==> src/rtl/core/derpd_pkg.sv <==
`timescale 1ns / 1ps
`default_nettype none
// ----------------------------------------------------------------------------
// DER primitive decoder package
// Shared types, codes and helpers for the DER primitive decoder.
// ----------------------------------------------------------------------------
package derpd_pkg;

	localparam int unsigned MaxLengthBytes = 2;

	typedef enum logic [1:0] {
		KIND_INT    = 2'd0,
		KIND_BOOL   = 2'd1,
		KIND_BITSTR = 2'd2,
		KIND_NONE   = 2'd3
	} elem_kind_t;

	localparam logic [7:0] TAG_BOOLEAN   = 8'h01;
	localparam logic [7:0] TAG_INTEGER   = 8'h02;
	localparam logic [7:0] TAG_BITSTRING = 8'h03;

	localparam logic [2:0] ERR_NONE      = 3'd0;
	localparam logic [2:0] ERR_TRUNCATED = 3'd1;
	localparam logic [2:0] ERR_TAG       = 3'd2;
	localparam logic [2:0] ERR_LEN_FORM  = 3'd3;
	localparam logic [2:0] ERR_INT       = 3'd4;
	localparam logic [2:0] ERR_BOOL_LEN  = 3'd5;
	localparam logic [2:0] ERR_BIT_HDR   = 3'd6;
	localparam logic [2:0] ERR_END       = 3'd7;

	localparam logic [15:0] MaxIntBytes = 16'd4;

	typedef enum logic [7:0] {
		PH_TAG   = 8'b0000_0001,
		PH_LEN   = 8'b0000_0010,
		PH_LENX  = 8'b0000_0100,
		PH_INTV  = 8'b0000_1000,
		PH_BOOLV = 8'b0001_0000,
		PH_BITH  = 8'b0010_0000,
		PH_BITD  = 8'b0100_0000,
		PH_DROP  = 8'b1000_0000
	} phase_t;

	typedef struct packed {
		logic [7:0] data_byte;
		logic       is_last;
	} in_item_t;

	typedef struct packed {
		logic        element_done;
		logic [2:0]  error_code;
		logic [30:0] int_value;
		logic        bool_value;
		logic [2:0]  unused_bits;
		logic [15:0] content_length;
		logic [7:0]  content_byte;
		logic        content_valid;
	} out_item_t;

	typedef struct packed {
		phase_t      phase;
		logic [1:0]  len_left;
		logic [15:0] remaining;
		logic [30:0] acc;
		logic        first_byte;
		elem_kind_t  kind;
		logic [15:0] length_seen;
		logic [2:0]  unused_seen;
	} state_t;

	function automatic logic tag_match(elem_kind_t kind, logic [7:0] b);
		logic m;
		unique case (kind)
			KIND_INT:    m = (b == TAG_INTEGER);
			KIND_BOOL:   m = (b == TAG_BOOLEAN);
			KIND_BITSTR: m = (b == TAG_BITSTRING);
			default:     m = 1'b0;
		endcase
		return m;
	endfunction

	function automatic phase_t fail_phase(logic last);
		return last ? PH_TAG : PH_DROP;
	endfunction

endpackage
`default_nettype wire

==> src/rtl/core/derpd_in_if.sv <==
`timescale 1ns / 1ps
`default_nettype none
// ----------------------------------------------------------------------------
// DER primitive decoder byte channel
// Valid/ready channel carrying one buffer byte and its end flag.
// ----------------------------------------------------------------------------
interface derpd_in_if;
	import derpd_pkg::*;

	logic     valid;
	logic     ready;
	in_item_t payload;

	modport source(output valid, output payload, input ready);
	modport sink(input valid, input payload, output ready);
endinterface
`default_nettype wire

==> src/rtl/core/derpd_out_if.sv <==
`timescale 1ns / 1ps
`default_nettype none
// ----------------------------------------------------------------------------
// DER primitive decoder result channel
// Valid/ready channel carrying one decode result per byte.
// ----------------------------------------------------------------------------
interface derpd_out_if;
	import derpd_pkg::*;

	logic      valid;
	logic      ready;
	out_item_t payload;

	modport source(output valid, output payload, input ready);
	modport sink(input valid, input payload, output ready);
endinterface
`default_nettype wire

==> src/rtl/core/derpd_step.sv <==
`timescale 1ns / 1ps
`default_nettype none
// ----------------------------------------------------------------------------
// DER primitive decoder step
// Next-state and result logic for one buffer byte.
// ----------------------------------------------------------------------------
module derpd_step (
	input  derpd_pkg::state_t     st,
	input  derpd_pkg::elem_kind_t etype,
	input  derpd_pkg::in_item_t   item,
	output derpd_pkg::state_t     nxt,
	output derpd_pkg::out_item_t  res
);
	import derpd_pkg::*;

	logic [7:0]  b;
	logic        last;
	logic        lk_en;
	logic [15:0] lk_len;
	logic [15:0] rem_shift;
	logic [15:0] rem_dec;
	logic [1:0]  left_dec;
	logic [30:0] acc_new;

	assign b         = item.data_byte;
	assign last      = item.is_last;
	assign rem_shift = {st.remaining[7:0], b};
	assign rem_dec   = st.remaining - 16'd1;
	assign left_dec  = st.len_left - 2'd1;
	assign acc_new   = {st.acc[22:0], b};

	always_comb begin
		nxt    = st;
		res    = '0;
		lk_en  = 1'b0;
		lk_len = '0;
		unique case (st.phase)
			PH_TAG: begin
				nxt.kind = etype;
				if (!tag_match(etype, b)) begin
					res.error_code = ERR_TAG;
					nxt.phase      = fail_phase(last);
				end else if (last) begin
					res.error_code = ERR_TRUNCATED;
					nxt.phase      = fail_phase(last);
				end else begin
					nxt.phase = PH_LEN;
				end
			end
			PH_LEN: begin
				if (!b[7]) begin
					lk_en  = 1'b1;
					lk_len = {9'd0, b[6:0]};
				end else if (b[6:0] == 7'd0 || b[6:0] > 7'(MaxLengthBytes)) begin
					res.error_code = ERR_LEN_FORM;
					nxt.phase      = fail_phase(last);
				end else if (last) begin
					res.error_code = ERR_TRUNCATED;
					nxt.phase      = fail_phase(last);
				end else begin
					nxt.len_left  = b[1:0];
					nxt.remaining = '0;
					nxt.phase     = PH_LENX;
				end
			end
			PH_LENX: begin
				nxt.remaining = rem_shift;
				nxt.len_left  = left_dec;
				if (left_dec == 2'd0) begin
					lk_en  = 1'b1;
					lk_len = rem_shift;
				end else if (last) begin
					res.error_code = ERR_TRUNCATED;
					nxt.phase      = fail_phase(last);
				end
			end
			PH_INTV: begin
				if (st.first_byte && b[7]) begin
					res.error_code = ERR_INT;
					nxt.phase      = fail_phase(last);
				end else begin
					nxt.first_byte = 1'b0;
					nxt.acc        = acc_new;
					nxt.remaining  = rem_dec;
					if (rem_dec == 16'd0) begin
						res.element_done   = 1'b1;
						res.int_value      = acc_new;
						res.content_length = st.length_seen;
						nxt.phase          = PH_TAG;
					end else if (last) begin
						res.error_code = ERR_TRUNCATED;
						nxt.phase      = fail_phase(last);
					end
				end
			end
			PH_BOOLV: begin
				res.element_done   = 1'b1;
				res.bool_value     = |b;
				res.content_length = st.length_seen;
				nxt.phase          = PH_TAG;
			end
			PH_BITH: begin
				if (|b[7:3]) begin
					res.error_code = ERR_BIT_HDR;
					nxt.phase      = fail_phase(last);
				end else begin
					nxt.unused_seen = b[2:0];
					if (st.remaining == 16'd0) begin
						if (last) begin
							res.element_done = 1'b1;
							res.unused_bits  = b[2:0];
							nxt.phase        = PH_TAG;
						end else begin
							res.error_code = ERR_END;
							nxt.phase      = fail_phase(last);
						end
					end else if (last) begin
						res.error_code = ERR_TRUNCATED;
						nxt.phase      = fail_phase(last);
					end else begin
						nxt.phase = PH_BITD;
					end
				end
			end
			PH_BITD: begin
				res.content_byte  = b;
				res.content_valid = 1'b1;
				nxt.remaining     = rem_dec;
				if (rem_dec == 16'd0) begin
					if (last) begin
						res.element_done   = 1'b1;
						res.unused_bits    = st.unused_seen;
						res.content_length = st.length_seen;
						nxt.phase          = PH_TAG;
					end else begin
						res.error_code = ERR_END;
						nxt.phase      = fail_phase(last);
					end
				end else if (last) begin
					res.error_code = ERR_TRUNCATED;
					nxt.phase      = fail_phase(last);
				end
			end
			PH_DROP: begin
				if (last) begin
					nxt.phase = PH_TAG;
				end
			end
			default: begin
				nxt.phase = PH_TAG;
			end
		endcase

		if (lk_en) begin
			nxt.length_seen = lk_len;
			unique case (st.kind)
				KIND_INT: begin
					if (lk_len > MaxIntBytes) begin
						res.error_code = ERR_INT;
						nxt.phase      = fail_phase(last);
					end else if (lk_len == 16'd0) begin
						res.element_done = 1'b1;
						nxt.phase        = PH_TAG;
					end else if (last) begin
						res.error_code = ERR_TRUNCATED;
						nxt.phase      = fail_phase(last);
					end else begin
						nxt.remaining  = lk_len;
						nxt.acc        = '0;
						nxt.first_byte = 1'b1;
						nxt.phase      = PH_INTV;
					end
				end
				KIND_BOOL: begin
					if (lk_len != 16'd1) begin
						res.error_code = ERR_BOOL_LEN;
						nxt.phase      = fail_phase(last);
					end else if (last) begin
						res.error_code = ERR_TRUNCATED;
						nxt.phase      = fail_phase(last);
					end else begin
						nxt.phase = PH_BOOLV;
					end
				end
				KIND_BITSTR: begin
					if (lk_len == 16'd0) begin
						res.error_code = ERR_BIT_HDR;
						nxt.phase      = fail_phase(last);
					end else if (last) begin
						res.error_code = ERR_TRUNCATED;
						nxt.phase      = fail_phase(last);
					end else begin
						nxt.remaining   = lk_len - 16'd1;
						nxt.length_seen = lk_len - 16'd1;
						nxt.phase       = PH_BITH;
					end
				end
				default: begin
					res.error_code = ERR_TAG;
					nxt.phase      = fail_phase(last);
				end
			endcase
		end
	end

endmodule
`default_nettype wire

==> src/rtl/core/der_primitive_decoder_unit.sv <==
`timescale 1ns / 1ps
`default_nettype none
// ----------------------------------------------------------------------------
// DER primitive decoder unit
// Byte-serial DER decoder for INTEGER, BOOLEAN and BIT STRING elements.
// ----------------------------------------------------------------------------
// Takes one buffer byte per cycle while the result side keeps up and returns
// exactly one result transaction per byte. The byte is held in the input
// register, where the decode step updates the decoder state, and its result
// is then held in the result register. The per-byte state update is the only
// loop; the input side stalls only while the result register is full and not
// taken. The element type register is sampled on each tag byte; the user must
// write it only while idle, as the block itself does not enforce this.
// ----------------------------------------------------------------------------
module der_primitive_decoder_unit (
	input  wire         clk,
	input  wire         arst_n,
	input  wire         cfg_wr_en,
	input  wire [1:0]   cfg_wr_data,
	derpd_in_if.sink    byte_in,
	derpd_out_if.source result_out
);
	import derpd_pkg::*;

	elem_kind_t expected_type_q;
	in_item_t   in_s1;
	logic       in_valid_s1;
	out_item_t  out_s2;
	logic       out_valid_s2;
	state_t     st_q;
	state_t     st_nxt;
	out_item_t  res;
	logic       adv_s2;
	logic       move_s1;

	assign adv_s2        = !out_valid_s2 || result_out.ready;
	assign move_s1       = in_valid_s1 && adv_s2;
	assign byte_in.ready = !in_valid_s1 || adv_s2;

	assign result_out.valid   = out_valid_s2;
	assign result_out.payload = out_s2;

	derpd_step u_step (
		.st    (st_q),
		.etype (expected_type_q),
		.item  (in_s1),
		.nxt   (st_nxt),
		.res   (res)
	);

	always_ff @(posedge clk or negedge arst_n) begin
		if (!arst_n) begin
			expected_type_q <= KIND_INT;
		end else if (cfg_wr_en) begin
			expected_type_q <= elem_kind_t'(cfg_wr_data);
		end
	end

	always_ff @(posedge clk or negedge arst_n) begin
		if (!arst_n) begin
			in_valid_s1  <= 1'b0;
			out_valid_s2 <= 1'b0;
		end else begin
			if (byte_in.ready) begin
				in_valid_s1 <= byte_in.valid;
			end
			if (adv_s2) begin
				out_valid_s2 <= in_valid_s1;
			end
		end
	end

	always_ff @(posedge clk or negedge arst_n) begin
		if (!arst_n) begin
			st_q.phase       <= PH_TAG;
			st_q.len_left    <= '0;
			st_q.remaining   <= '0;
			st_q.acc         <= '0;
			st_q.first_byte  <= 1'b1;
			st_q.kind        <= KIND_INT;
			st_q.length_seen <= '0;
			st_q.unused_seen <= '0;
		end else if (move_s1) begin
			st_q <= st_nxt;
		end
	end

	// hold the byte until the decode step takes it
	always_ff @(posedge clk) begin
		if (byte_in.valid && byte_in.ready) begin
			in_s1 <= byte_in.payload;
		end
		if (move_s1) begin
			out_s2 <= res;
		end
	end

endmodule
`default_nettype wire
==> src/flat_wrapper.sv <==
// flat-port wrapper written by rule: the top's interface ports become plain ports
module der_primitive_decoder_unit_flat import derpd_pkg::*;
  (clk, arst_n, cfg_wr_en, cfg_wr_data, byte_in_valid, byte_in_payload, byte_in_ready, result_out_valid, result_out_payload, result_out_ready);
  derpd_in_if byte_in_i ();
  derpd_out_if result_out_i ();
  input  wire clk;
  input  wire arst_n;
  input  wire cfg_wr_en;
  input  wire [1:0] cfg_wr_data;
  input wire logic [$bits(byte_in_i.valid)-1:0] byte_in_valid;
  input wire logic [$bits(byte_in_i.payload)-1:0] byte_in_payload;
  output wire logic [$bits(byte_in_i.ready)-1:0] byte_in_ready;
  output wire logic [$bits(result_out_i.valid)-1:0] result_out_valid;
  output wire logic [$bits(result_out_i.payload)-1:0] result_out_payload;
  input wire logic [$bits(result_out_i.ready)-1:0] result_out_ready;
  assign byte_in_i.valid = byte_in_valid;
  assign byte_in_i.payload = byte_in_payload;
  assign byte_in_ready = byte_in_i.ready;
  assign result_out_valid = result_out_i.valid;
  assign result_out_payload = result_out_i.payload;
  assign result_out_i.ready = result_out_ready;
  der_primitive_decoder_unit u_core (.clk(clk), .arst_n(arst_n), .cfg_wr_en(cfg_wr_en), .cfg_wr_data(cfg_wr_data), .byte_in(byte_in_i), .result_out(result_out_i));
endmodule
==> config.mk <==
export PLATFORM = sky130hd
export DESIGN_NAME = der_primitive_decoder_unit_flat
export DESIGN_NICKNAME = d
export VERILOG_FILES = /design/src/rtl/core/derpd_pkg.sv /design/src/rtl/core/derpd_in_if.sv /design/src/rtl/core/derpd_out_if.sv /design/src/rtl/core/derpd_step.sv /design/src/rtl/core/der_primitive_decoder_unit.sv /design/src/flat_wrapper.sv
export SDC_FILE = /design/constraint.sdc
export NUM_CORES = 1
export LEC_CHECK = 0
export BUFFER_PORTS_ARGS = -buffer_cell sky130_fd_sc_hd__buf_2
export CAP_MARGIN = 20
export CORE_MARGIN = 5
export CORE_UTILIZATION = 23
export CTS_CLUSTER_SIZE = 8
export DETAILED_ROUTE_END_ITERATION = 7
export PLACE_DENSITY = 0.36
export SYNTH_ARGS = -nofsm -noshare
export SYNTH_HDL_FRONTEND = slang
export SYNTH_SLANG_ARGS = --single-unit
==> constraint.sdc <==
create_clock -name clk -period 5.35 [get_ports clk]
set_input_delay 1.07 -clock clk [delete_from_list [all_inputs] [get_ports clk]]
set_output_delay 1.07 -clock clk [all_outputs]
set_load 0.02 [all_outputs]
Word level (Yosys, flattened, before mapping)
Index checks and enable logic that the tools add are counted.
{ "totals": {"reg_bits": 156, "ram_bits": 0, "latch_bits": 0, "inputBits": 16, "output_inout_bits": 66, "wordCells": 162, "memories": 0, "mem_bits_ro": 0} }
{ "classes": {"n_div": 0, "n_bitwise": 3, "muxes": 88, "multipliers": 0, "shifts": 0, "reduce_logical": 24, "order_cmp": 2, "add_sub_neg": 3, "eq_ne": 21} }
{ "ops": {"columns": ["cell", "count"], "rows": [
  ["2-to-1 mux 48 bit", 5],
  ["2-to-1 mux 16 bit", 8],
  ["2-to-1 mux 8 bit", 15],
  ["2-to-1 mux 32 bit", 2],
  ["case mux 16 bit (2 select lines)", 2],
  ["case mux 16 bit (4 select lines)", 1],
  ["case mux 8 bit (7 select lines)", 1],
  ["2-to-1 mux 3 bit", 18],
  ["logical NOT 16 bit", 3],
  ["case mux 16 bit (3 select lines)", 1],
  ["2-to-1 mux 19 bit", 2],
  ["2-to-1 mux 18 bit", 2],
  ["subtractor 16 x 1 -> 16 bit (second input constant)", 2],
  ["2-to-1 mux 26 bit", 1],
  ["== test 8 x 2 -> 1 bit (second input constant)", 3],
  ["case mux 8 bit (3 select lines)", 1],
  ["case mux 3 bit (6 select lines)", 1],
  ["== test 8 x 1 -> 1 bit (second input constant)", 2],
  ["greater-than comparator 16 x 3 -> 1 bit (second input constant)", 1],
  ["inequality test 16 x 1 -> 1 bit (second input constant)", 1],
  ["2-to-1 mux 1 bit", 14],
  ["2-to-1 mux 7 bit", 2],
  ["case mux 3 bit (3 select lines)", 1],
  ["== test 8 x 3 -> 1 bit (second input constant)", 1],
  ["other kinds (35)", 51]
]} }

Depth between registers and ports, before layout
Gate-level depths: netlist of the first run.
{ "logic_depth": {"ltp_word": 10, "depth_mapped": 16, "depth_no_buf": 12} }

Hierarchy
A second synthesis of the first run with hierarchy kept.
{ "unflattened": {"hier_cells": 903, "area_unflattened_um2": 9273.9} }
{ "modules_own_cells": {"columns": ["mod", "instances", "cells_each", "area_per_inst_um2", "seq_area_each_um2"], "rows": [
  ["der_primitive_decoder_unit", 1, 252, 5328.9, 4271.6],
  ["derpd_step", 1, 651, 3945.0, 0.0]
]} }

Least setup slack after synthesis of the first run
OpenSTA, ideal clock, no wires.
{ "synth_path": {"kind": "input-to-reg", "start": "in result_out_ready", "end": "reg u_core.st_q[62] (netlist bit)", "cell_stages": 7, "required_time_ps": 5118, "path_buffers": 3, "setup_ps": 232, "path_slack_ps": 1131, "arrival_ps": 3986, "path_cell_list": "nand2b_1 > nand2_1 > clkbuf_1 > inv_1 > clkbuf_1 > clkbuf_1 > o221ai_1"} }
{ "synth_between": {"elab_chain_cells": 2} }
{ "synth_lines": {"columns": ["item", "line", "source"], "rows": [
  ["from (decl)", "flat_wrapper.sv:15", "input wire logic [$bits(result_out_i.ready)-1:0] result_out_ready;"],
  ["logical OR 1 bit", "der_primitive_decoder_unit.sv:36", "assign adv_s2 = !out_valid_s2 || result_out.ready;"],
  ["logical AND 1 bit", "der_primitive_decoder_unit.sv:37", "assign move_s1 = in_valid_s1 && adv_s2;"],
  ["named net u_core.move_s1", "der_primitive_decoder_unit.sv:34", "logic move_s1;"],
  ["to (signal assigned)", "der_primitive_decoder_unit.sv:84", "st_q <= st_nxt;"],
  ["to (decl)", "der_primitive_decoder_unit.sv:30", "state_t st_q;"]
]} }
The timed path passes the listed nets, and every way through them passes these cells.
A chain may end at the register's enable or synchronous reset.

==> results.json, run 1 <==
{
  "finalCritPeriodShare": 0.6698,
  "rrSetupSlack_ps": 1770,
  "num_antenna_cells": 0,
  "final_cell_mix": "buf_2 (80), dfrtp_1 (73), edfxtp_1 (73)",
  "critPathKind": "reg2reg",
  "cts_buffers": 17,
  "grt_max_degree": 56,
  "htreeDepth": 4,
  "cts.sinks": 148,
  "clockBufferDepth": 2,
  "maxCapViolations": 0,
  "io_buffers": 81,
  "cts_tree": "done",
  "num_vias": 6951,
  "post_cts_buffers": 0,
  "grt_pass1_vias": 6829,
  "initial_core_util": 0.2310,
  "ioPinCount": 82,
  "antenna_found_initial": 0,
  "synth_cell_types": 87,
  "crit_fanout": 12,
  "slew_violations": 0,
  "dieArea_sq_um": 40430,
  "drc": 0,
  "placementRows": 70,
  "yosysWarnings": 0,
  "clockRootBuffer": "clkbuf_16",
  "p_leak_nw": 3.851,
  "netlist_area_sq_um": 8397,
  "endpoint": "u_core.result_out.payload[60]",
  "netlist_instances": 819,
  "place_congestion": 0.8267,
  "layout_commonest_cell": "buf_2",
  "arrival_ps": 3740,
  "crit_required_ps": 5500,
  "top_layer_used": "met4",
  "synth_area_per_cell_sq_um": 10.25,
  "grt_pass1_wl_um": 45060,
  "die_height_um": 201.1,
  "grt-ovfl-total": 0,
  "clk_pin_slew_ps": 60,
  "finalSetupTns_ps": 0,
  "ir_drop_mv": 0.1713,
  "fin_worst_skew_ps": 12.79,
  "synth-seq-area-share": 0.4849,
  "synth-edff-count": 73,
  "end_kind": "register",
  "final-setup-viol-count": 0,
  "whs_ps": 472.0,
  "yosys_most_used_dff": "edfxtp_1",
  "synth-seq-cells": 148,
  "ctsHoldBuffers": 0,
  "critPathLaunchType": "register",
  "routed_wl_um": 29660,
  "post_drt_wl_per_cell_um": 21.94,
  "dr.pass1.iters": 5,
  "wl_met2_um": 13500,
  "min_path_type": "reg2reg",
  "worst_r2r_path_depth": 10,
  "syn-num-nets": 849,
  "track_usage": 0.1442,
  "first_iter_violations": 477,
  "drive_gt1_frac": 0.1946,
  "reg2reg_from": "u_core.st_q[53]",
  "antenna_left": 0,
  "die_w_um": 201.1,
  "wl_met3_um": 1575,
  "via_per_inst": 5.141,
  "area_growth_pct": 17.33,
  "clk_latency_ps": 430,
  "worst_pin_slew_ps": 1090,
  "max_clock_freq_ghz": 0.2791,
  "wl_met1_um": 14000,
  "final_hold_viol_count": 0,
  "startpoint": "u_core.st_q[53]",
  "r2r-end": "u_core.result_out.payload[60]",
  "outcome": "completed",
  "hpwl_um": 20800,
  "core_area_sq_um": 36350,
  "async_reset_ff_frac": 0.5068,
  "num-nets-final": 901,
  "rsz0062_at_grt": "no",
  "powerDensity_nw_per_um2": 341.6,
  "fin_crit_ps": 3583,
  "cts_resized": 0,
  "slew_headroom": 0.2668
}
-- logic make-up after synthesis --
family | after synthesis | share of synthesized area
DFF | 148 | 0.4849
buffers and inverters | 88 | 0.04738
and+or+nand+nor | 307 | 0.2052
xor gates and xnor gates | 20 | 0.02086
muxes | 10 | 0.01296
AOI/OAI and AO/OA | 232 | 0.2079
adders and majority gates | 14 | 0.02086
-- metal layers --
layer | track usage | vias up
li1 | - | 3224
met1 | 0.2063 | 3471
met2 | 0.2225 | 226
met3 | 0.02472 | 30
met4 | 0.04523 | 0
met5 | 0 | -
-- Yosys cell counts, types with 8 or more instances --
cell / number / area (sq um)
inv_1: 21 / 78.83
clkbuf_1: 44 / 165.2
a22oi_1: 9 / 67.56
or3_1: 8 / 50.05
o22ai_1: 9 / 56.30
edfxtp_1: 73 / 2192
nand3_1: 28 / 140.1
xnor2_1: 14 / 122.6
o21ai_0: 27 / 135.1
nor3_1: 29 / 145.1
a21oi_1: 32 / 160.2
ha_1: 14 / 175.2
nand2b_1: 13 / 81.33
nand2_1: 59 / 221.5
nor4_1: 9 / 56.30
a31oi_1: 10 / 62.56
nor2_1: 53 / 198.9
dfrtp_1: 73 / 1827
a22o_1: 27 / 236.5
a211oi_1: 8 / 60.06
and3_1: 34 / 212.7
o211ai_1: 17 / 127.6
and2_1: 25 / 156.4
nand4_1: 11 / 68.82
buf_2: 12 / 60.06
-- flip-flops by register name (all words and copies together) (netlist names) --
signal and count:
u_core.st_q 71, u_core.result_out.payload 64, u_core.in_s1 9, u_core.expected_type_q 2
u_core.in_valid_s1 1, u_core.result_out.valid 1
-- area by class of cell --
type / instances / area [sq um]
Sequential cell: 148 / 4071
Multi-Input combinational cell: 583 / 3930
Inverter: 22 / 83.83
Tap cell: 468 / 585.6
Clock inverter: 13 / 195.2
Timing Repair Buffer: 99 / 543.0
Clock buffer: 19 / 442.9
Fill cell: 3791 / 26500
-- metrics by stage --
| stage | cells | instance area (sq um) | setup slack (ps) | util | power [mW] |
|---|---|---|---|---|---|
| 4_1_cts | 1352 | 9852 | 1775 | 0.2711 | 3.398 |
| 5_1_grt | 1352 | 9852 | 1521 | 0.2711 | 3.504 |
| 3_5_place_dp | 1320 | 9214 | 1805 | 0.2535 | 2.065 |
| 2_1_floorplan | 819 | 8397 | 1131 | - | 1.829 |
| 3_3_place_gp | 1320 | 9214 | 1781 | 0.2535 | 2.078 |
| 6_report | 1352 | 9852 | 1767 | 0.2711 | 3.365 |
-- critical path, cell delays in order (launching register included) --
cell and delay, ps:
dfrtp_1 550, inv_1 190, ha_1 330, or3b_1 440
o21ai_1 220, nand4_1 190, nor4_4 540, inv_2 150
ha_1 220, a221oi_1 320, o2111ai_1 150
-- worst min-delay path by stage --
stage | slack (ps) | depth (start not counted) | from | to
4_1_cts | 480 | 2 | u_core.st_q[4] | u_core.st_q[4]
3_3_place_gp | 460 | 2 | u_core.st_q[4] | u_core.st_q[4]
3_5_place_dp | 470 | 2 | u_core.st_q[4] | u_core.st_q[4]
6_report | 470 | 2 | u_core.st_q[17] | u_core.st_q[17]
5_1_grt | 510 | 2 | u_core.st_q[3] | u_core.st_q[3]
2_1_floorplan | 430 | 2 | u_core.st_q[16] | u_core.st_q[16]
-- power by group --
part,leakage [nW],switching [mW],total (mW),internal [mW]
clock network,0.308,0.516,1.32,0.802
logic,1.82,0.404,0.605,0.201
registers,1.73,0.160,1.44,1.28
total,3.85,1.08,3.36,2.29
Note: power is estimated with default switching activity, not from simulation.
==> run 2: changes to the inputs <==
==> constraint.sdc (replaced) <==
create_clock -name clk -period 3.6 [get_ports clk]
set_input_delay 0.72 -clock clk [delete_from_list [all_inputs] [get_ports clk]]
set_output_delay 0.72 -clock clk [all_outputs]
set_load 0.02 [all_outputs]
==> run 2 against run 1 <==
Fmax up 7.4%. Combinational power grew 79%. Clock power is 45% higher. Routed wire length grew 3.5%. Non-clock buffer count increased by 42. First-iteration DRC count rose by 64%. Sequential power rose by 45%. Register-to-register slack got worse by 1500 ps. Clock skew rose by 3.5 ps. Largest cell class unchanged.
==> results.json, run 2 (synthesis results as in run 1) <==
{
  "first_iter_violations": 780,
  "slew_headroom": 0.3544,
  "worst_pin_slew_ps": 968.3,
  "placementRows": 70,
  "outcome": "completed",
  "dr.pass1.iters": 5,
  "max_clock_freq_ghz": 0.2996,
  "pwr-share-seq": 0.411,
  "num-nets-final": 943,
  "num_antenna_cells": 0,
  "clockBufferDepth": 2,
  "place_congestion": 0.8630,
  "pwr-share-comb": 0.213,
  "finalSetupTns_ps": 0,
  "slew_violations": 0,
  "die_w_um": 201.1,
  "swShare": 0.3373,
  "p_leak_nw": 4.061,
  "crit_fanout": 7,
  "largest_reg_flops": 71,
  "maxCapViolations": 0,
  "n_fill_cell": 3815,
  "finalCritPeriodShare": 0.9270,
  "dp_cells": 1362,
  "fin_crit_ps": 3337,
  "clockPowerShare": 0.375,
  "track_usage": 0.1499,
  "cts_buffers": 17,
  "fin_worst_skew_ps": 16.30,
  "rrSetupSlack_ps": 260,
  "antenna_found_initial": 1,
  "arrival_ps": 3490,
  "powerDensity_nw_per_um2": 498.6,
  "final_cell_count_no_fill": 1394,
  "reg2reg_from": "u_core.st_q[54]",
  "io_buffers": 81,
  "power.net_switching_mw": 1.712,
  "ioPinCount": 82,
  "grt_max_degree": 74,
  "drc": 0,
  "dieArea_sq_um": 40430,
  "critPathLaunchType": "register",
  "r2r-end": "u_core.result_out.payload[60]",
  "initial_core_util": 0.2310,
  "whs_ps": 382.6,
  "post_cts_buffers": 0,
  "critPathKind": "reg2reg",
  "final_cell_mix": "buf_2 (80), dfrtp_1 (73), edfxtp_1 (73)",
  "via_per_inst": 5.052,
  "layout_commonest_cell": "buf_2",
  "largest-register": "u_core.st_q",
  "grt_pass1_wl_um": 46690,
  "area_growth_pct": 21.19,
  "post_drt_wl_per_cell_um": 22.03,
  "crit_required_ps": 3760,
  "die_height_um": 201.1,
  "rsz0062_at_grt": "no",
  "hpwl_um": 22300,
  "end_kind": "register",
  "worst_r2r_path_depth": 10,
  "final_util": 0.2800,
  "grt_pass1_vias": 7027,
  "htreeDepth": 4,
  "min_path_type": "in2async",
  "drive_gt1_frac": 0.2343,
  "final_hold_viol_count": 0,
  "clockRootBuffer": "clkbuf_16",
  "p_int_mw": 3.362,
  "routed_wl_um": 30710,
  "cts_tree": "done",
  "clk_latency_ps": 430,
  "ir_drop_mv": 0.2120,
  "startpoint": "u_core.st_q[54]",
  "num_vias": 7042,
  "antenna_left": 0,
  "core_area_sq_um": 36350,
  "cts.sinks": 148,
  "grt-ovfl-total": 0,
  "ctsHoldBuffers": 0,
  "clk_pin_slew_ps": 70,
  "final-setup-viol-count": 0
}
## run 2: cell types whose count changed in the layout (fill, tap and decap cells not counted), sizes merged
cell    before  now
buf         99  141
bufinv       4    2
inv         25   27
clkbuf      19   18
clkinv       5    6
## run 2: per-stage QoR
step,area (sq um),setup WS [ps],total power [mW]
after floorplan,8398,271.0,2.716
after detailed placement,9542,230.1,3.185
after global placement,9542,324.0,3.207
after global routing,10180,18.23,5.300
after CTS,10170,224.3,5.116
final,10180,262.8,5.074
## run 2: repair_timing
| item | CTS | global route |
|---|---|---|
| resized for setup | 0 | 2 |
| endpoints found under the setup margin | 0 | 1 |
| endpoints found under the hold margin | 0 | 0 |
## run 2: worst max-delay path, stage by stage, from the launching register on
cell       delay [ps]
dfrtp_1           370
inv_1             170
ha_2              310
nor3b_4           360
nand3_1           240
xnor2_1           240
nor4_4            570
inv_2             140
ha_1              210
a221oi_1          300
o2111ai_1         150
## run 2: metal layers
metal,track usage,up-vias,share of wire
met2,0.2343,201,0.46
met4,0.04794,2,0.022
met1,0.2120,3484,0.47
li1,-,3321,-
met3,0.02520,34,0.044
met5,0,-,0.00046
## run 2: worst max-delay path by stage
stage / end / slack [ps] / cells past startpoint
2_1_floorplan: u_core.result_out.payload[63] / 270 / 14
3_3_place_gp: u_core.result_out.payload[60] / 320 / 10
3_5_place_dp: u_core.result_out.payload[60] / 230 / 10
4_1_cts: u_core.result_out.payload[60] / 220 / 10
5_1_grt: u_core.st_q[27] / 20 / 12
6_report: u_core.result_out.payload[60] / 260 / 10
## run 2: final cells by class
| class | count | area [sq um] | share of cell area |
|---|---|---|---|
| Inverter | 22 | 83.83 | 0.008238 |
| Clock buffer | 18 | 439.2 | 0.04316 |
| Clock inverter | 14 | 186.4 | 0.01832 |
| Tap cell | 468 | 585.6 | 0.05754 |
| Timing Repair Buffer | 141 | 870.8 | 0.08558 |
| Sequential cell | 148 | 4071 | 0.4001 |
| Multi-Input combinational cell | 583 | 3939 | 0.3871 |
## run 2: power by group through the flow
stage          registers, mW  logic (mW)  clock network (mW)
2_1_floorplan           2.06       0.658                   0
3_5_place_dp            2.12        1.07                   0
5_1_grt                 2.10        1.16                2.04
3_3_place_gp            2.12        1.09                   0
6_report                2.09        1.08                1.91
4_1_cts                 2.08        1.07                1.96
